==> config.mk <==
export PLATFORM = sky130hd
export DESIGN_NAME = tiled_yuv_detile_address_gen_unit_flat
export DESIGN_NICKNAME = d
export VERILOG_FILES = /design/src/rtl/tydag_pkg.sv /design/src/rtl/tydag_item_if.sv /design/src/rtl/tydag_result_if.sv /design/src/rtl/tydag_cfg.sv /design/src/rtl/tydag_tile.sv /design/src/rtl/tydag_sum.sv /design/src/rtl/tiled_yuv_detile_address_gen_unit.sv /design/src/flat_wrapper.sv
export SDC_FILE = /design/constraint.sdc
export NUM_CORES = 1
export LEC_CHECK = 0
export BUFFER_PORTS_ARGS = -buffer_cell sky130_fd_sc_hd__buf_2
export CORE_UTILIZATION = 38
export DETAILED_ROUTE_END_ITERATION = 6
export PLACE_DENSITY = 0.62
export SYNTH_ARGS = -nofsm -noshare
export SYNTH_HDL_FRONTEND = slang
export SYNTH_HIERARCHICAL = 1
export SYNTH_SLANG_ARGS = --single-unit
==> constraint.sdc <==
create_clock -name clk -period 6.9 [get_ports clk]
set_clock_uncertainty 0.1 [all_clocks]
set_input_delay 1.38 -clock clk [delete_from_list [all_inputs] [get_ports clk]]
set_output_delay 1.38 -clock clk [all_outputs]
set_load 0.005 [all_outputs]
==> src/rtl/tydag_pkg.sv <==
// Shared types and constants of the tiled YUV detile address generator.
// No dependencies; every other file of the block uses it.
`default_nettype none

package tydag_pkg;

	localparam int DIM_W   = 13;	// frame dimension registers
	localparam int COORD_W = 12;	// column and row of a byte position
	localparam int OFS_W   = 25;	// buffer byte offsets

	localparam int REG_IDX_W = 1;
	localparam logic [REG_IDX_W-1:0] REG_FRAME_WIDTH  = 1'b0;
	localparam logic [REG_IDX_W-1:0] REG_FRAME_HEIGHT = 1'b1;

	localparam logic [DIM_W-1:0] RST_FRAME_WIDTH  = 13'd64;
	localparam logic [DIM_W-1:0] RST_FRAME_HEIGHT = 13'd32;

	// Frame geometry derived from the two registers
	typedef struct packed {
		logic [DIM_W-1:0] w;		// effective width
		logic [DIM_W-1:0] h;		// effective luma height
		logic [DIM_W-1:0] h_half;	// chroma line count
		logic [DIM_W-1:0] wt_even;	// tile columns, rounded up to even
		logic [DIM_W-1:0] ht_luma;	// tile rows of the luma plane
		logic [DIM_W-1:0] ht_chroma;	// tile rows of the chroma plane
		logic [OFS_W-1:0] luma_size;	// padded luma plane in the tiled buffer
		logic [OFS_W-1:0] wh;		// luma plane in the linear buffer
	} geom_t;

endpackage

`default_nettype wire

==> src/rtl/tydag_item_if.sv <==
// Channel for byte positions going into the address generator.
// Depends on tydag_pkg for field widths.
`default_nettype none

interface tydag_item_if;
	logic                          valid;
	logic                          ready;
	logic                          func;
	logic [tydag_pkg::COORD_W-1:0] col;
	logic [tydag_pkg::COORD_W-1:0] line;

	modport source (output valid, output func, output col, output line, input ready);
	modport sink   (input valid, input func, input col, input line, output ready);
endinterface

`default_nettype wire

==> src/rtl/tydag_result_if.sv <==
// Channel for source and destination offsets leaving the address generator.
// Depends on tydag_pkg for field widths.
`default_nettype none

interface tydag_result_if;
	logic                        valid;
	logic                        ready;
	logic [tydag_pkg::OFS_W-1:0] src_offset;
	logic [tydag_pkg::OFS_W-1:0] dst_offset;
	logic                        out_of_range;

	modport source (output valid, output src_offset, output dst_offset, output out_of_range,
		input ready);
	modport sink   (input valid, input src_offset, input dst_offset, input out_of_range,
		output ready);
endinterface

`default_nettype wire

==> src/rtl/tydag_cfg.sv <==
// Frame size registers and the registered frame geometry derived from them.
// Depends on tydag_pkg.
`default_nettype none

module tydag_cfg #(
	parameter int MAX_WIDTH  = 4096,
	parameter int MAX_HEIGHT = 4096,
	parameter int TILE_COLS  = 64,
	parameter int TILE_ROWS  = 32
) (
	input  wire logic                              clk,
	input  wire logic                              arst_n,
	input  wire logic                              wr_en,
	input  wire logic [tydag_pkg::REG_IDX_W-1:0]   wr_index,
	input  wire logic [tydag_pkg::DIM_W-1:0]       wr_data,
	output tydag_pkg::geom_t                       geom
);

	localparam int LOG_TC   = $clog2(TILE_COLS);
	localparam int LOG_TR   = $clog2(TILE_ROWS);
	localparam int LOG_TILE = LOG_TC + LOG_TR;
	localparam int DW       = tydag_pkg::DIM_W;
	localparam int OW       = tydag_pkg::OFS_W;

	logic [DW-1:0]    width_q;
	logic [DW-1:0]    height_q;
	tydag_pkg::geom_t geom_q;

	// Clamp to the maximum, then round down to even
	function automatic logic [DW-1:0] eff_dim(input logic [DW-1:0] v, input int maxv);
		logic [DW-1:0] d;
		d = ({1'b0, v} > (DW+1)'(maxv)) ? DW'(maxv) : v;
		return {d[DW-1:1], 1'b0};
	endfunction

	function automatic tydag_pkg::geom_t derive(input logic [DW-1:0] w_raw,
		input logic [DW-1:0] h_raw);
		tydag_pkg::geom_t g;
		logic [DW-1:0]    wt;
		logic [2*DW-1:0]  tiles;
		logic [OW-1:0]    tiles_rnd;
		logic [2*DW-1:0]  area;
		g.w         = eff_dim(w_raw, MAX_WIDTH);
		g.h         = eff_dim(h_raw, MAX_HEIGHT);
		g.h_half    = g.h >> 1;
		wt          = ((g.w - DW'(1)) >> LOG_TC) + DW'(1);
		g.wt_even   = (wt + DW'(1)) & ~DW'(1);
		g.ht_luma   = ((g.h - DW'(1)) >> LOG_TR) + DW'(1);
		g.ht_chroma = ((g.h_half - DW'(1)) >> LOG_TR) + DW'(1);
		tiles       = g.wt_even * g.ht_luma;
		// pad the luma plane to whole groups of four tiles
		tiles_rnd   = (OW'(tiles) + OW'(3)) & ~OW'(3);
		g.luma_size = tiles_rnd << LOG_TILE;
		area        = g.w * g.h;
		g.wh        = OW'(area);
		return g;
	endfunction

	always_ff @(posedge clk or negedge arst_n) begin
		if (!arst_n) begin
			width_q  <= tydag_pkg::RST_FRAME_WIDTH;
			height_q <= tydag_pkg::RST_FRAME_HEIGHT;
			geom_q   <= derive(tydag_pkg::RST_FRAME_WIDTH, tydag_pkg::RST_FRAME_HEIGHT);
		end else begin
			if (wr_en) begin
				case (wr_index)
					tydag_pkg::REG_FRAME_WIDTH: begin
						width_q <= wr_data;
					end
					tydag_pkg::REG_FRAME_HEIGHT: begin
						height_q <= wr_data;
					end
					default: begin
					end
				endcase
			end
			geom_q <= derive(width_q, height_q);
		end
	end

	assign geom = geom_q;

endmodule

`default_nettype wire

==> src/rtl/tydag_tile.sv <==
// Input register and tile placement stage: range check, zig-zag tile index,
// byte within tile and the row product of the linear offset. Depends on tydag_pkg.
`default_nettype none

module tydag_tile #(
	parameter int TILE_COLS = 64,
	parameter int TILE_ROWS = 32
) (
	input  wire logic                                   clk,
	input  wire logic                                   arst_n,
	input  wire logic                                   en_s1,
	input  wire logic                                   en_s2,
	input  wire logic                                   in_valid,
	input  wire logic                                   in_func,
	input  wire logic [tydag_pkg::COORD_W-1:0]          in_col,
	input  wire logic [tydag_pkg::COORD_W-1:0]          in_line,
	input  tydag_pkg::geom_t                            geom,
	output logic                                        valid_s1,
	output logic                                        valid_s2,
	output logic                                        oor_s2,
	output logic                                        func_s2,
	output logic [tydag_pkg::OFS_W-1:0]                 pos_s2,
	output logic [$clog2(TILE_COLS)+$clog2(TILE_ROWS)-1:0] intra_s2,
	output logic [tydag_pkg::OFS_W-1:0]                 line_w_s2,
	output logic [tydag_pkg::COORD_W-1:0]               col_s2
);

	localparam int LOG_TC   = $clog2(TILE_COLS);
	localparam int LOG_TR   = $clog2(TILE_ROWS);
	localparam int LOG_TILE = LOG_TC + LOG_TR;
	localparam int CW       = tydag_pkg::COORD_W;
	localparam int DW       = tydag_pkg::DIM_W;
	localparam int OW       = tydag_pkg::OFS_W;
	localparam int TXW      = CW - LOG_TC;
	localparam int TYW      = CW - LOG_TR;

	logic          func_s1;
	logic [CW-1:0] col_s1;
	logic [CW-1:0] line_s1;

	logic [CW-1:0]       scol;
	logic [TXW-1:0]      tx;
	logic [TYW-1:0]      ty;
	logic [DW-1:0]       ht;
	logic [DW-1:0]       rows;
	logic                oor;
	logic [TYW-1:0]      ty_pair;
	logic [TYW+DW-1:0]   pair_prod;
	logic [OW-1:0]       tx_ext;
	logic [OW-1:0]       adj;
	logic [OW-1:0]       pos;
	logic [LOG_TILE-1:0] intra;
	logic [CW+DW-1:0]    line_w;

	always_comb begin
		// chroma swaps the bytes of each U/V pair
		scol      = col_s1 ^ CW'(func_s1);
		tx        = scol[CW-1:LOG_TC];
		ty        = line_s1[CW-1:LOG_TR];
		ht        = func_s1 ? geom.ht_chroma : geom.ht_luma;
		rows      = func_s1 ? geom.h_half : geom.h;
		oor       = !(DW'(col_s1) < geom.w) || !(DW'(line_s1) < rows);
		ty_pair   = {ty[TYW-1:1], 1'b0};
		pair_prod = ty_pair * geom.wt_even;
		tx_ext    = OW'(tx);
		// zig-zag: odd tile rows and the even rows that have a partner below
		if (ty[0]) begin
			adj = (tx_ext & ~OW'(3)) + OW'(2);
		end else if (!ht[0] || (DW'(ty) != (ht - DW'(1)))) begin
			adj = (tx_ext + OW'(2)) & ~OW'(3);
		end else begin
			adj = '0;
		end
		pos    = tx_ext + OW'(pair_prod) + adj;
		intra  = {line_s1[LOG_TR-1:0], scol[LOG_TC-1:0]};
		line_w = line_s1 * geom.w;
	end

	always_ff @(posedge clk or negedge arst_n) begin
		if (!arst_n) begin
			valid_s1 <= 1'b0;
			valid_s2 <= 1'b0;
		end else begin
			if (en_s1) begin
				valid_s1 <= in_valid;
			end
			if (en_s2) begin
				valid_s2 <= valid_s1;
			end
		end
	end

	always_ff @(posedge clk) begin
		if (en_s1) begin
			func_s1 <= in_func;
			col_s1  <= in_col;
			line_s1 <= in_line;
		end
		if (en_s2) begin
			oor_s2    <= oor;
			func_s2   <= func_s1;
			pos_s2    <= pos;
			intra_s2  <= intra;
			line_w_s2 <= OW'(line_w);
			col_s2    <= col_s1;
		end
	end

endmodule

`default_nettype wire

==> src/rtl/tydag_sum.sv <==
// Result register: adds plane bases, tile offsets and byte offsets into the
// final source and destination offsets. Depends on tydag_pkg.
`default_nettype none

module tydag_sum #(
	parameter int TILE_COLS = 64,
	parameter int TILE_ROWS = 32
) (
	input  wire logic                                      clk,
	input  wire logic                                      arst_n,
	input  wire logic                                      en_s3,
	input  wire logic                                      valid_s2,
	input  wire logic                                      oor_s2,
	input  wire logic                                      func_s2,
	input  wire logic [tydag_pkg::OFS_W-1:0]               pos_s2,
	input  wire logic [$clog2(TILE_COLS)+$clog2(TILE_ROWS)-1:0] intra_s2,
	input  wire logic [tydag_pkg::OFS_W-1:0]               line_w_s2,
	input  wire logic [tydag_pkg::COORD_W-1:0]             col_s2,
	input  tydag_pkg::geom_t                               geom,
	output logic                                           valid_s3,
	output logic [tydag_pkg::OFS_W-1:0]                    src_s3,
	output logic [tydag_pkg::OFS_W-1:0]                    dst_s3,
	output logic                                           oor_s3
);

	localparam int LOG_TILE = $clog2(TILE_COLS) + $clog2(TILE_ROWS);
	localparam int OW       = tydag_pkg::OFS_W;

	logic [OW-1:0] src_base;
	logic [OW-1:0] dst_base;
	logic [OW-1:0] src;
	logic [OW-1:0] dst;

	always_comb begin
		src_base = func_s2 ? geom.luma_size : '0;
		dst_base = func_s2 ? geom.wh : '0;
		src      = src_base + (pos_s2 << LOG_TILE) + OW'(intra_s2);
		dst      = dst_base + line_w_s2 + OW'(col_s2);
		// drop both offsets outside the plane
		if (oor_s2) begin
			src = '0;
			dst = '0;
		end
	end

	always_ff @(posedge clk or negedge arst_n) begin
		if (!arst_n) begin
			valid_s3 <= 1'b0;
		end else if (en_s3) begin
			valid_s3 <= valid_s2;
		end
	end

	always_ff @(posedge clk) begin
		if (en_s3) begin
			src_s3 <= src;
			dst_s3 <= dst;
			oor_s3 <= oor_s2;
		end
	end

endmodule

`default_nettype wire

==> src/rtl/tiled_yuv_detile_address_gen_unit.sv <==
// Top level of the tiled NV12 to linear NV21 detile address generator.
// Depends on tydag_pkg, tydag_item_if, tydag_result_if, tydag_cfg, tydag_tile, tydag_sum.
//
//   channel   dir   handshake      word
//   item      in    valid/ready    func, col, line
//   result    out   valid/ready    src_offset, dst_offset, out_of_range
//   wr_*      in    wr_en only     wr_index, wr_data
//
// One word per cycle while the sink keeps ready high; an item passes the input
// register, the tile placement stage and the result register in turn before its
// result is presented.
// Stages advance independently, so bubbles close up and an item can be taken
// while the result register waits on a stalled sink, if an earlier stage is empty.
// Reset clears the valid bits and loads a 64 x 32 frame; the frame geometry
// register follows a write in the next cycle.
`default_nettype none

module tiled_yuv_detile_address_gen_unit #(
	parameter int MAX_WIDTH  = 4096,
	parameter int MAX_HEIGHT = 4096,
	parameter int TILE_COLS  = 64,
	parameter int TILE_ROWS  = 32
) (
	input  wire logic                            clk,
	input  wire logic                            arst_n,
	tydag_item_if.sink                           item,
	tydag_result_if.source                       result,
	input  wire logic                            wr_en,
	input  wire logic [tydag_pkg::REG_IDX_W-1:0] wr_index,
	input  wire logic [tydag_pkg::DIM_W-1:0]     wr_data
);

	localparam int LOG_TILE = $clog2(TILE_COLS) + $clog2(TILE_ROWS);

	tydag_pkg::geom_t              geom;
	logic                          en_s1;
	logic                          en_s2;
	logic                          en_s3;
	logic                          valid_s1;
	logic                          valid_s2;
	logic                          valid_s3;
	logic                          oor_s2;
	logic                          func_s2;
	logic [tydag_pkg::OFS_W-1:0]   pos_s2;
	logic [LOG_TILE-1:0]           intra_s2;
	logic [tydag_pkg::OFS_W-1:0]   line_w_s2;
	logic [tydag_pkg::COORD_W-1:0] col_s2;

	// a stage loads when it is empty or the stage after it moves
	assign en_s3      = !valid_s3 || result.ready;
	assign en_s2      = !valid_s2 || en_s3;
	assign en_s1      = !valid_s1 || en_s2;
	assign item.ready = en_s1;
	assign result.valid = valid_s3;

	tydag_cfg #(
		.MAX_WIDTH (MAX_WIDTH),
		.MAX_HEIGHT(MAX_HEIGHT),
		.TILE_COLS (TILE_COLS),
		.TILE_ROWS (TILE_ROWS)
	) u_cfg (
		.clk     (clk),
		.arst_n  (arst_n),
		.wr_en   (wr_en),
		.wr_index(wr_index),
		.wr_data (wr_data),
		.geom    (geom)
	);

	tydag_tile #(
		.TILE_COLS(TILE_COLS),
		.TILE_ROWS(TILE_ROWS)
	) u_tile (
		.clk      (clk),
		.arst_n   (arst_n),
		.en_s1    (en_s1),
		.en_s2    (en_s2),
		.in_valid (item.valid),
		.in_func  (item.func),
		.in_col   (item.col),
		.in_line  (item.line),
		.geom     (geom),
		.valid_s1 (valid_s1),
		.valid_s2 (valid_s2),
		.oor_s2   (oor_s2),
		.func_s2  (func_s2),
		.pos_s2   (pos_s2),
		.intra_s2 (intra_s2),
		.line_w_s2(line_w_s2),
		.col_s2   (col_s2)
	);

	tydag_sum #(
		.TILE_COLS(TILE_COLS),
		.TILE_ROWS(TILE_ROWS)
	) u_sum (
		.clk      (clk),
		.arst_n   (arst_n),
		.en_s3    (en_s3),
		.valid_s2 (valid_s2),
		.oor_s2   (oor_s2),
		.func_s2  (func_s2),
		.pos_s2   (pos_s2),
		.intra_s2 (intra_s2),
		.line_w_s2(line_w_s2),
		.col_s2   (col_s2),
		.geom     (geom),
		.valid_s3 (valid_s3),
		.src_s3   (result.src_offset),
		.dst_s3   (result.dst_offset),
		.oor_s3   (result.out_of_range)
	);

endmodule

`default_nettype wire

==> src/flat_wrapper.sv <==
// flat-port wrapper written by rule: the top's interface ports become plain ports
module tiled_yuv_detile_address_gen_unit_flat 
#(
	parameter int MAX_WIDTH  = 4096,
	parameter int MAX_HEIGHT = 4096,
	parameter int TILE_COLS  = 64,
	parameter int TILE_ROWS  = 32
)
  (clk, arst_n, wr_en, wr_index, wr_data, item_valid, item_func, item_col, item_line, item_ready, result_valid, result_src_offset, result_dst_offset, result_out_of_range, result_ready);
  tydag_item_if item_i ();
  tydag_result_if result_i ();
  input  wire logic clk;
  input  wire logic arst_n;
  input  wire logic wr_en;
  input  wire logic [tydag_pkg::REG_IDX_W-1:0] wr_index;
  input  wire logic [tydag_pkg::DIM_W-1:0] wr_data;
  input wire logic [$bits(item_i.valid)-1:0] item_valid;
  input wire logic [$bits(item_i.func)-1:0] item_func;
  input wire logic [$bits(item_i.col)-1:0] item_col;
  input wire logic [$bits(item_i.line)-1:0] item_line;
  output wire logic [$bits(item_i.ready)-1:0] item_ready;
  output wire logic [$bits(result_i.valid)-1:0] result_valid;
  output wire logic [$bits(result_i.src_offset)-1:0] result_src_offset;
  output wire logic [$bits(result_i.dst_offset)-1:0] result_dst_offset;
  output wire logic [$bits(result_i.out_of_range)-1:0] result_out_of_range;
  input wire logic [$bits(result_i.ready)-1:0] result_ready;
  assign item_i.valid = item_valid;
  assign item_i.func = item_func;
  assign item_i.col = item_col;
  assign item_i.line = item_line;
  assign item_ready = item_i.ready;
  assign result_valid = result_i.valid;
  assign result_src_offset = result_i.src_offset;
  assign result_dst_offset = result_i.dst_offset;
  assign result_out_of_range = result_i.out_of_range;
  assign result_i.ready = result_ready;
  tiled_yuv_detile_address_gen_unit #(.MAX_WIDTH(MAX_WIDTH), .MAX_HEIGHT(MAX_HEIGHT), .TILE_COLS(TILE_COLS), .TILE_ROWS(TILE_ROWS)) u_core (.clk(clk), .arst_n(arst_n), .item(item_i), .result(result_i), .wr_en(wr_en), .wr_index(wr_index), .wr_data(wr_data));
endmodule
# --- Word-level counts from Yosys, hierarchy flattened ---
# Index checks and enable logic that the tools add are counted.
op_classes:
  add_sub_neg: 17
  multipliers: 4
  div: 0
  order_cmp: 4
  n_eq_ne: 1
  shifts: 0
  n_mux: 8
  bitwise: 2
  reduce_logical: 13
op_table:
  columns: ["cell", "count"]
  rows:
  - ["25-bit adder", 2]
  - ["25-bit 2-to-1 mux", 2]
  - ["13-bit 2-to-1 mux", 3]
  - ["13-bit by 1-bit subtractor with 13-bit output (second input constant)", 3]
  - ["8-bit by 1-bit adder with 9-bit output (second input constant)", 3]
  - ["13-bit greater-than comparator (second input constant)", 2]
  - ["12-bit by 13-bit < comparator with 1-bit output", 2]
  - ["25-bit by 11-bit adder with 25-bit output", 1]
  - ["25-bit by 12-bit adder with 25-bit output", 1]
  - ["12-bit by 12-bit multiplier with 24-bit output", 1]
  - ["12-bit by 12-bit multiplier with 23-bit output", 1]
  - ["14-bit by 2-bit adder with 14-bit output (second input constant)", 1]
  - ["14-bit by 7-bit adder with 14-bit output", 1]
  - ["6-bit by 14-bit adder with 14-bit output", 1]
  - ["6-bit by 2-bit adder with 7-bit output (second input constant)", 2]
  - ["7-bit 2-to-1 mux", 2]
  - ["8-bit by 9-bit multiplier with 13-bit output", 1]
  - ["7-bit by 13-bit != test with 1-bit output", 1]
  - ["12-bit by 1-bit subtractor with 13-bit output (second input constant)", 1]
  - ["6-bit by 12-bit multiplier with 12-bit output", 1]
  - ["12-bit by 1-bit XOR with 12-bit output", 1]
  - ["9-bit 2-to-1 mux", 1]
  - ["7-bit by 1-bit adder with 8-bit output (second input constant)", 1]
  - ["1-bit zero test", 6]
  - ["3 further kinds", 8]
word_totals:
  ff_bits: 257
  latchBits: 0
  mem_bits_rw: 0
  rom_bits: 0
  in_bits: 44
  out_inout_bits: 53
  wordCells: 73
  memories: 0

# --- Longest topological paths before layout ---
# Gate-level depths: netlist of the first run.
depth:
  word_depth: 7
  ltp_mapped: 27
  ltp_nobuf: 26

# --- Cells and area by module ---
# Netlist of the first run, hierarchy kept.
modules_own_cells:
  columns: ["mod", "n_inst", "cells_per_inst", "area_per_inst_um2", "seq_area_each_um2"]
  rows:
  - ["tydag_tile", 1, 1263, 12304.3, 2752.6]
  - ["tydag_cfg", 1, 1144, 10801.6, 2738.9]
  - ["tydag_sum", 1, 475, 4712.0, 1556.5]
  - ["tiled_yuv_detile_address_gen_unit", 1, 3, 22.5, 0.0]

# --- Worst setup path after synthesis of the first run ---
# OpenSTA, ideal clock, no wires.
synth_timing:
  path_kind: "register -> register"
  startpoint: "register u_core.u_cfg.width_q[4]"
  endpoint: "register u_core.u_cfg.geom_q, in the netlist u_core/u_cfg/geom[49]"
  setup_ps: 134
  arrival_time_ps: 6659
  setup_slack_ps: 8
  path_stages_with_launch: 28
  n_path_buf: 3
  path_cell_list: "dfrtp_1 nor4_1 a21oi_1 o21bai_1 clkbuf_1 ha_1 clkbuf_1 nor4b_1 a21oi_1 o21ai_0 or3_1 clkbuf_1 inv_1 nand2_1 fa_1 fa_1 inv_1 fa_1 inv_1 fa_1 inv_1 ha_1 o21ai_0 nor2_1 o41ai_1 xnor2_1 nor4_1 xnor3_1"
synth_between:
  elab_chain_cells: 7
synth_rtl:
  columns: ["item", "line", "text"]
  rows:
  - ["start, declared", "tydag_cfg.sv:25", "logic [DW-1:0] width_q;"]
  - ["start signal, assigned", "tydag_cfg.sv:61", "width_q <= tydag_pkg::RST_FRAME_WIDTH;"]
  - ["start signal, assigned", "tydag_cfg.sv:68", "width_q <= wr_data;"]
  - ["13-bit greater-than comparator", "tydag_cfg.sv:32", "d = ({1'b0, v} > (DW+1)'(maxv)) ? DW'(maxv) : v;"]
  - ["13-bit 2-to-1 mux (*)", "tydag_cfg.sv:32", null]
  - ["13-bit by 1-bit subtractor with 13-bit output (*)", "tydag_cfg.sv:46", "wt = ((g.w - DW'(1)) >> LOG_TC) + DW'(1);"]
  - ["7-bit by 1-bit adder with 8-bit output (*)", "tydag_cfg.sv:46", null]
  - ["8-bit by 1-bit adder with 9-bit output (*)", "tydag_cfg.sv:47", "g.wt_even = (wt + DW'(1)) & ~DW'(1);"]
  - ["8-bit by 9-bit multiplier with 13-bit output (*)", "tydag_cfg.sv:50", "tiles = g.wt_even * g.ht_luma;"]
  - ["14-bit by 2-bit adder with 14-bit output (*)", "tydag_cfg.sv:52", "tiles_rnd = (OW'(tiles) + OW'(3)) & ~OW'(3);"]
  - ["end signal, assigned", "tydag_cfg.sv:63", "geom_q <= derive(tydag_pkg::RST_FRAME_WIDTH, tydag_pkg::RST_FRAME_HEIGHT);"]
  - ["end signal, assigned", "tydag_cfg.sv:77", "geom_q <= derive(width_q, height_q);"]
  - ["end, declared", "tydag_cfg.sv:27", "tydag_pkg::geom_t geom_q;"]
# Mark *: on every way between the ends. The rest lies on a longest branch, timed or not.
# A chain may end at the register's enable or synchronous reset.

# --- Worst setup path in the final report of the first run ---
layout_timing:
  startpoint: "register u_core.u_cfg.width_q[4]"
  endpoint: "register u_core.u_cfg.geom_q, in the netlist u_core/u_cfg/geom[23]"
layout_between:
  elab_chain_cells: 3
layout_rtl:
  columns: ["item", "line", "text"]
  rows:
  - ["13-bit greater-than comparator", "tydag_cfg.sv:32", null]
  - ["13-bit 2-to-1 mux (*)", "tydag_cfg.sv:32", null]
  - ["12-bit by 12-bit multiplier with 23-bit output (*)", "tydag_cfg.sv:54", "area = g.w * g.h;"]
# Marked as above.

==> flow_metrics.env, run 1 <==
export IMPL_diodes=0
export IMPL_grt_start_max_net_pins=60
export IMPL_r2r_start="u_core/u_cfg/width_q[4]"
export IMPL_drtPass1Iterations=5
export IMPL_cp_startpoint="u_core/u_cfg/width_q[4]"
export IMPL_place_ws_ns=-0.167
export IMPL_yosysWarnings=6
export IMPL_grt_pass1_vias=19000
export IMPL_rr_worst_depth=22
export IMPL_min_delay_start="u_core/u_tile/col_s1[3]"
export IMPL_syn_to_final_growth_pct=10.3
export IMPL_antenna_left=0
export IMPL_port_buffers=96
export IMPL_drc=0
export IMPL_critPathSlowestCell="or4b_2"
export IMPL_crit_path_end="u_core/u_cfg/geom[23]"
export IMPL_drt_iter0_drc=1007
export IMPL_dpl_cell_area_mm2=0.0282
export IMPL_core_area_mm2=0.0691
export IMPL_die_x_um=267
export IMPL_hold_depth=0
export IMPL_peakVddDrop_uv=318
export IMPL_cp_slowest_stage_delay_ns=0.63
export IMPL_clockBufferDepth=3
export IMPL_power_density_mw_per_mm2=453
export IMPL_grt_use_total_pct=17.7
export IMPL_crit_cells=22
export IMPL_worst_path_most_repeated_cell="fa_1"
export IMPL_period_minus_slack_ns=6.67
export IMPL_routed_via_count=18800
export IMPL_dp_cells=3741
export IMPL_setup_ws_ns=0.235
export IMPL_pin_count=97
export IMPL_r2r_end="u_core/u_cfg/geom[23]"
export IMPL_cp_start_kind="register"
export IMPL_dieArea_mm2=0.0714
export IMPL_slew_viol_final=0
export IMPL_path_cells="or4_4, nor3_2, nand2_1, nand2_1, nand2_1, clkinv_1, nand2_1, fa_1, inv_1, fa_1, inv_1, fa_1, inv_1, fa_1, fa_1, ha_1, or3_1, o211a_1, o211ai_1, a31oi_2, or4b_2, nand3_1"
export IMPL_cts_tree="built"
export IMPL_setup_viol=0
export IMPL_cts_buffers=34
export IMPL_drive_above_1_share_pct=10.7
export IMPL_initial_core_util_pct=38.7
export IMPL_worst_ep_required_time_ns=7.25
export IMPL_grt_pass1_wl_um=99700
export IMPL_regToRegSetupSlack_ns=0.23
export IMPL_instances_no_fill=3803
export IMPL_rows=96
export IMPL_drv_cap=0
export IMPL_viasPerCell=4.94
export IMPL_design_area_mm2=0.0295
export IMPL_clk_latency_ns=0.54
export IMPL_final_core_util_pct=42.7
export IMPL_dieHeight_um=267
export IMPL_nNetsFinal=3451
export IMPL_cts_root_buf="clkbuf_16"
export IMPL_grt_antenna_before_repair=2
export IMPL_clk_pin_slew_worst_paths_ns=0.06
export IMPL_syn_area_mm2=0.0267
export IMPL_gp_congestion=0.857
export IMPL_status="finished clean"
export IMPL_dp_hpwl_um=48300
export IMPL_finalHoldViolations=0
export IMPL_synth_area_per_cell_um2=9.68
export IMPL_crit_type="register to register"
export IMPL_max_freq_mhz=150
export IMPL_p_leak_uw=0.0143
export IMPL_htree_num_levels=2
export IMPL_worstHoldPathType="register to register"
export IMPL_wl_um=61200
export IMPL_min_period_over_period_pct=96.6
export IMPL_maxSlewHeadroom_pct=23.7
export IMPL_worst_slew_pin_slew_ns=1.14
export IMPL_crit_family="adder cells"
export IMPL_cp_end_kind="register"
export IMPL_crit_buf_inv=4
export IMPL_wl_per_cell_um=16.1
export IMPL_grt_ovfl_total=0
export IMPL_postSynthCellCount=2763
export IMPL_whs_ns=0.372
export IMPL_crit_path_max_fanout=5
export IMPL_cts_sinks=246
export IMPL_worst_ep_arrival_time_ns=7.01
-- what timing repair did --
| action | CTS | global route |
|---|---|---|
| setup buffers | 0 | 2 |
| pin swaps | 0 | 9 |
| hold buffers | 0 | 0 |
| gates resized for setup | 2 | 19 |
| setup endpoints to repair | 1 | 3 |
-- worst reg2reg max path: stages (launching register included) --
cell	delay, ns
dfrtp_1	0.41
or4_4	0.57
nor3_2	0.21
nand2_1	0.07
nand2_1	0.10
nand2_1	0.16
clkinv_1	0.10
nand2_1	0.08
fa_1	0.54
inv_1	0.05
fa_1	0.49
inv_1	0.05
fa_1	0.49
inv_1	0.07
fa_1	0.51
fa_1	0.51
ha_1	0.27
or3_1	0.38
o211a_1	0.25
o211ai_1	0.28
a31oi_2	0.19
or4b_2	0.63
nand3_1	0.10
-- worst min path at each step --
| stage | endpoint | slack, ns |
|---|---|---|
| after floorplan | u_core/u_tile/intra_s2[1] | 0.33 |
| after global placement | u_core/u_tile/intra_s2[4] | 0.35 |
| after detailed placement | u_core/u_tile/intra_s2[5] | 0.35 |
| after CTS | u_core/u_tile/intra_s2[3] | 0.37 |
| after global routing | u_core/u_tile/intra_s2[4] | 0.38 |
| final | u_core/u_tile/intra_s2[3] | 0.37 |
-- sequential cells by signal, summed over array words and instances, names as in the netlist --
name	count
u_core/u_tile/oor_s2	1
u_core/u_tile/valid_s1	1
u_core/u_sum/oor_s3	1
u_core/u_tile/func_s1	1
u_core/u_tile/line_s1	12
u_core/u_cfg/height_q	12
u_core/u_tile/line_w_s2	25
u_core/u_cfg/geom	84
u_core/u_sum/valid_s3	1
u_core/u_tile/valid_s2	1
u_core/u_sum/dst_s3	25
u_core/u_tile/func_s2	1
u_core/u_tile/pos_s2	14
u_core/u_sum/src_s3	25
u_core/u_tile/intra_s2	11
u_core/u_tile/col_s2	6
u_core/u_cfg/width_q	13
u_core/u_tile/col_s1	12
-- cell usage in the layout, fill, tap and decap left out, types with 14 or more instances in the layout --
master / count
ha_1: 258
mux2i_1: 19
nand2_1: 267
xnor2_1: 78
conb_1: 33
edfxtp_1: 134
o21ai_0: 53
nor3_1: 30
and2_1: 187
inv_1: 435
nand3_1: 26
mux2_2: 30
a31oi_1: 17
nand2b_1: 31
buf_2: 95
xor2_1: 57
nand4_1: 15
o21a_1: 16
a21oi_1: 80
fa_1: 298
a211oi_1: 14
buf_4: 68
dfrtp_1: 103
clkbuf_16: 35
a21o_1: 47
nor2b_1: 33
nor2_1: 195
-- area by class of cell --
| type | count | area [µm²] |
|---|---|---|
| Sequential cell | 246 | 6840 |
| Multi-Input combinational cell | 1959 | 17700 |
| Timing Repair Buffer | 163 | 986 |
| Clock buffer | 45 | 953 |
| Inverter | 444 | 1670 |
| Fill cell | 6749 | 39600 |
| Tap cell | 931 | 1160 |
| Clock inverter | 15 | 189 |
-- per-layer routing --
layer	vias up	share of wire (%)	global-route usage, %
met5	-	0	0
met4	0	2.4	5.03
met3	75	5.2	2.65
met2	436	46	28.2
met1	9303	47	24.7
li1	8979	-	-
-- per-stage QoR --
step                      setup TNS (ns)  total power, µW
after floorplan                        0             9330
after global placement                 0            11300
after detailed placement          -0.167            11400
after CTS                              0            13300
after global routing             -0.0635            14800
final                                  0            13400
-- report_power, final --
group,leakage [µW],internal (µW),switching [µW]
registers,0.00278,2330,300
logic,0.0110,3880,5060
clock network,0.000558,1120,674
total,0.0143,7330,6030
(Power assumes the default switching activity.)
==> run 2: changes to the inputs <==
--- a/config.mk
+++ b/config.mk
@@ -8,7 +8,7 @@
 export BUFFER_PORTS_ARGS = -buffer_cell sky130_fd_sc_hd__buf_2
 export CORE_UTILIZATION = 38
 export DETAILED_ROUTE_END_ITERATION = 6
-export PLACE_DENSITY = 0.62
+export PLACE_DENSITY = 0.6
 export SYNTH_ARGS = -nofsm -noshare
 export SYNTH_HDL_FRONTEND = slang
 export SYNTH_HIERARCHICAL = 1
==> constraint.sdc (replaced) <==
create_clock -name clk -period 6.5 [get_ports clk]
set_clock_uncertainty 0.1 [all_clocks]
set_input_delay 1.3 -clock clk [delete_from_list [all_inputs] [get_ports clk]]
set_output_delay 1.3 -clock clk [all_outputs]
set_load 0.005 [all_outputs]
==> run 2 against run 1 <==
  * Via count is essentially flat
  * Non-clock buffer count grew 54
  * Flip-flop and latch count is the same
  * Design area grew 1.7%
  * Clock power is essentially flat
  * Utilization grew 0.72 points
  * First-iteration DRC count shrank 9.3%
  * Combinational power grew 9.7%
  * Critical path depth grew 2
  * Sequential share of layout area shrank 0.39 points
  * Register-to-register slack is essentially flat
  * Highest routed layer is now met5
==> flow_metrics.env, run 2 (synthesis gave the netlist of run 1 again) <==
export IMPL_gp_congestion=0.893
export IMPL_drive_above_1_share_pct=13.5
export IMPL_cts_hold_buf=0
export IMPL_worst_path_most_repeated_cell="fa_1"
export IMPL_wl_per_cell_um=15.9
export IMPL_crit_buf_inv=4
export IMPL_place_ws_ns=-0.0211
export IMPL_crit_cells=24
export IMPL_cts_sinks=246
export IMPL_setup_tns_ns=0
export IMPL_core_area_mm2=0.0691
export IMPL_grt_use_total_pct=17.6
export IMPL_drc=0
export IMPL_multi_input_area_mm2=0.0179
export IMPL_nFillCells=6733
export IMPL_grt_start_max_net_pins=60
export IMPL_maxSlewHeadroom_pct=43.6
export IMPL_viasPerCell=4.88
export IMPL_clk_pin_slew_worst_paths_ns=0.06
export IMPL_grt_antenna_before_repair=3
export IMPL_worstHoldPathType="register to register"
export IMPL_cts_root_buf="clkbuf_16"
export IMPL_setup_ws_ns=0.228
export IMPL_status="finished clean"
export IMPL_rsz0062_at_grt="true"
export IMPL_hold_depth=0
export IMPL_antenna_left=0
export IMPL_mostFrequentLayoutCell="inv_1"
export IMPL_drv_cap=0
export IMPL_seqCellArea_mm2=0.00684
export IMPL_setup_viol=0
export IMPL_whs_ns=0.369
export IMPL_crit_type="register to register"
export IMPL_crit_family="adder cells"
export IMPL_routed_via_count=18800
export IMPL_min_period_over_period_pct=96.5
export IMPL_max_freq_mhz=159
export IMPL_port_buffers=96
export IMPL_slew_viol_final=0
export IMPL_period_minus_slack_ns=6.27
export IMPL_cp_end_kind="register"
export IMPL_worst_slew_pin_slew_ns=0.845
export IMPL_syn_to_final_growth_pct=12.2
export IMPL_nNetsFinal=3502
export IMPL_finalHoldViolations=0
export IMPL_peakVddDrop_uv=449
export IMPL_drt_iter0_drc=913
export IMPL_grt_pass1_wl_um=100000
export IMPL_cp_start_kind="register"
export IMPL_final_cell_mix="inv_1 (431), fa_1 (297), nand2_1 (264), ha_1 (250), nor2_1 (191)"
export IMPL_power_density_mw_per_mm2=478
export IMPL_die_x_um=267
export IMPL_htree_num_levels=1
export IMPL_dieHeight_um=267
export IMPL_dp_hpwl_um=49000
export IMPL_critPathSlowestCell="or4_4"
export IMPL_cts_buffers=31
export IMPL_cts_tree="built"
export IMPL_dieArea_mm2=0.0714
export IMPL_worst_ep_required_time_ns=6.88
export IMPL_crit_path_max_fanout=4
export IMPL_worst_ep_arrival_time_ns=6.65
export IMPL_clk_latency_ns=0.61
export IMPL_initial_core_util_pct=38.7
export IMPL_grt_pass1_vias=18800
export IMPL_rows=96
export IMPL_total_power_uw=14300
export IMPL_p_leak_uw=0.0146
export IMPL_pin_count=97
export IMPL_path_cells="or4_4, buf_8, xnor2_4, or2_4, ha_4, or3_1, o21ai_1, a22oi_1, o211ai_1, buf_4, nor2_1, fa_1, fa_1, fa_1, inv_1, fa_1, inv_2, ha_4, o21ai_2, o21bai_1, xor2_1, nand2_1, nor4_2, xnor3_1"
export IMPL_cp_slowest_stage_delay_ns=0.58
export IMPL_rr_worst_depth=24
export IMPL_clockBufferDepth=3
export IMPL_largest_register_ffs=84
export IMPL_grt_ovfl_total=0
export IMPL_wl_um=61300
export IMPL_drtPass1Iterations=5
[run 2: area by class of cell]
type | count | area share (%)
antenna | 1 | 0.00835
clock buffer | 41 | 2.95
clock inverter | 17 | 0.538
inverter | 444 | 5.56
multi-input combinational | 1959 | 59.6
sequential | 246 | 22.8
tap | 931 | 3.88
timing repair buffer | 217 | 4.68
[run 2: power breakdown]
part	switching [µW]	total, µW	leakage, µW	internal, µW
clock network	757	1770	0.000513	1010
logic	5470	9810	0.0113	4340
registers	277	2750	0.00278	2470
total	6500	14300	0.0146	7830
[run 2: per-stage QoR]
stage	utilization [%]	std cells	area (µm²)
floorplan	-	2795	26900
global placement	41.4	3784	28600
detailed placement	41.4	3784	28600
CTS	42.9	3842	29600
global route	43.4	3855	30000
finish	43.4	3856	30000
[run 2: path summary, 6_finish.rpt]
path                                     startpoint                         to  slack [ns]
max in group asynchronous                    arst_n       u_core/u_cfg/geom[2]        4.79
min in group asynchronous                    arst_n   u_core/u_cfg/height_q[6]        0.51
max reg2reg                u_core/u_cfg/height_q[4]      u_core/u_cfg/geom[49]        0.23
max                        u_core/u_cfg/height_q[4]      u_core/u_cfg/geom[49]        0.23
min                         u_core/u_tile/col_s1[3]  u_core/u_tile/intra_s2[3]        0.37
min reg2reg                 u_core/u_tile/col_s1[3]  u_core/u_tile/intra_s2[3]        0.37
[run 2: what timing repair did]
action | 4_1_cts | 5_1_grt
pin swaps | 1 | 34
endpoints found under the hold margin | 0 | 0
resized for setup | 2 | 59
endpoints found under the setup margin | 2 | 9
setup buffers | 0 | 13
[run 2: metal layers]
| metal | part of all wire, % | routed length [µm] | global-route usage [%] |
|---|---|---|---|
| met1 | 48 | 29700 | 25.6 |
| met2 | 45 | 27400 | 27.7 |
| met3 | 4.4 | 2710 | 2.23 |
| met4 | 2.3 | 1440 | 4.54 |
| met5 | 0.051 | 31 | 0 |
==> run 3: changes to the inputs <==
--- a/config.mk
+++ b/config.mk
@@ -9,6 +9,7 @@
 export CORE_UTILIZATION = 38
 export DETAILED_ROUTE_END_ITERATION = 6
 export PLACE_DENSITY = 0.6
+export SLEW_MARGIN = 20
 export SYNTH_ARGS = -nofsm -noshare
 export SYNTH_HDL_FRONTEND = slang
 export SYNTH_HIERARCHICAL = 1
==> constraint.sdc (replaced) <==
create_clock -name clk -period 7.8 [get_ports clk]
set_clock_uncertainty 0.1 [all_clocks]
set_input_delay 1.56 -clock clk [delete_from_list [all_inputs] [get_ports clk]]
set_output_delay 1.56 -clock clk [all_outputs]
set_load 0.005 [all_outputs]
==> run 3 against run 2 <==
  * Worst hold slack better by 0.0024 ns
  * Die area stayed put
  * Design area is 3.1% lower
  * Maximum frequency is 15% lower
  * Via count is 0.99% lower
  * Wire length is 1.8% lower
  * Clock power is 11% lower
  * Worst setup slack better by 0.20 ns
  * Global-route usage is 0.44 points lower
  * Critical path depth is 1 lower
  * Critical path type unchanged
  * Critical endpoint unchanged
  * Largest cell class unchanged
  * Highest routed layer is now met4
==> flow_metrics.env, run 3 (synthesis gave the netlist of run 1 again) <==
export IMPL_max_freq_mhz=136
export IMPL_worst_ep_required_time_ns=8.16
export IMPL_initial_core_util_pct=38.7
export IMPL_gp_congestion=0.836
export IMPL_worstHoldPathType="register to register"
export IMPL_setup_viol=0
export IMPL_drc=0
export IMPL_grt_pass1_vias=18500
export IMPL_slew_viol_final=0
export IMPL_cp_slowest_stage_delay_ns=0.61
export IMPL_worst_slew_pin_slew_ns=1.05
export IMPL_grt_pass1_wl_um=97600
export IMPL_cts_buffers=31
export IMPL_nNetsFinal=3410
export IMPL_clockBufferDepth=3
export IMPL_drv_cap=0
export IMPL_clk_pin_slew_worst_paths_ns=0.07
export IMPL_crit_path_max_fanout=12
export IMPL_antenna_left=0
export IMPL_syn_to_final_growth_pct=8.70
export IMPL_grt_start_max_net_pins=68
export IMPL_port_buffers=96
export IMPL_die_x_um=267
export IMPL_final_core_util_pct=42.1
export IMPL_cts_root_buf="clkbuf_16"
export IMPL_finalHoldViolations=0
export IMPL_whs_ns=0.371
export IMPL_power_density_mw_per_mm2=395
export IMPL_total_power_uw=11500
export IMPL_drive_above_1_share_pct=9.00
export IMPL_worst_ep_arrival_time_ns=7.74
export IMPL_routed_via_count=18600
export IMPL_worst_path_most_repeated_cell="fa_1"
export IMPL_grt_antenna_before_repair=3
export IMPL_wl_per_cell_um=16.0
export IMPL_cts_sinks=246
export IMPL_min_period_over_period_pct=94.6
export IMPL_htree_num_levels=1
export IMPL_dieHeight_um=267
export IMPL_pin_count=97
export IMPL_maxSlewHeadroom_pct=30.0
export IMPL_clk_latency_ns=0.62
export IMPL_status="finished clean"
export IMPL_cp_end_kind="register"
export IMPL_grt_ovfl_total=0
export IMPL_peakVddDrop_uv=269
export IMPL_dp_hpwl_um=46700
export IMPL_setup_tns_ns=0
export IMPL_cts_tree="built"
export IMPL_p_leak_uw=0.0141
export IMPL_largest_register_ffs=84
export IMPL_final_cell_mix="inv_1 (435), fa_1 (298), nand2_1 (267), ha_1 (261), nor2_1 (197)"
export IMPL_critPathSlowestCell="or4_4"
export IMPL_mostFrequentLayoutCell="inv_1"
export IMPL_rsz0062_at_grt="false"
export IMPL_diodes=0
export IMPL_viasPerCell=4.95
export IMPL_drtPass1Iterations=5
export IMPL_dieArea_mm2=0.0714
export IMPL_cp_start_kind="register"
export IMPL_crit_buf_inv=3
export IMPL_crit_family="adder cells"
export IMPL_core_area_mm2=0.0691
export IMPL_wl_um=60100
export IMPL_grt_use_total_pct=17.2
export IMPL_drt_iter0_drc=1024
export IMPL_path_cells="or4_4, xnor2_1, or2_2, ha_1, or3_1, o21ai_0, a22oi_1, o211ai_1, nand2b_1, fa_1, fa_1, inv_1, fa_1, inv_1, fa_1, inv_1, ha_1, o21ai_0, nor2_1, o41ai_1, xnor2_1, nor4_1, xnor3_1"
export IMPL_period_minus_slack_ns=7.38
export IMPL_rows=96
export IMPL_crit_type="register to register"
## run 3: repair_timing
item                                    in CTS  in global routing
endpoints found under the setup margin       0                  1
hold buffers                                 0                  0
setup buffers                                0                  0
hold endpoints to repair                     0                  0
resized for setup                            0                  1
## run 3: final cells by class
class	instances	area, µm²
clock buffer	36	805
timing repair buffer	125	701
sequential	246	6840
tap	931	1160
multi-input combinational	1959	17600
inverter	444	1670
fill	6764	40000
clock inverter	22	312
## run 3: power breakdown
group / total, µW / internal [µW] / switching, µW / leakage [µW]
registers: 2340 / 2060 / 284 / 0.00278
logic: 7560 / 3220 / 4340 / 0.0108
clock network: 1580 / 947 / 630 / 0.000534
total: 11500 / 6220 / 5260 / 0.0141
## run 3: metal layers
metal  vias up  routed length [µm]  track usage (%)
met3        71                2730             1.96
met2       397               27300             27.5
met1      9249               28900             25.0
met4         0                1130             3.40
li1       8895                   -                -
met5         -                   0                0
## run 3: path summary, 6_finish.rpt
path,startpoint,slack [ns],cells after the start,end
max in group asynchronous,arst_n,5.32,2,u_core/u_cfg/geom[22]
worst min-delay path,u_core/u_tile/col_s1[2],0.37,0,u_core/u_tile/intra_s2[2]
worst max register to register,u_core/u_cfg/height_q[2],0.42,23,u_core/u_cfg/geom[49]
worst max-delay path,u_core/u_cfg/height_q[2],0.42,23,u_core/u_cfg/geom[49]
min in group asynchronous,arst_n,0.92,1,u_core/u_cfg/geom[41]
worst min register to register,u_core/u_tile/col_s1[2],0.37,0,u_core/u_tile/intra_s2[2]
## run 3: per-stage QoR
step / worst slack [ns] / cells / instance area [µm²]
after floorplan: 0.908 / 2795 / 26900
after global placement: 0.537 / 3705 / 27900
after detailed placement: 0.446 / 3705 / 27900
after CTS: 0.421 / 3763 / 29100
after global routing: 0.0370 / 3763 / 29100
final: 0.424 / 3763 / 29100
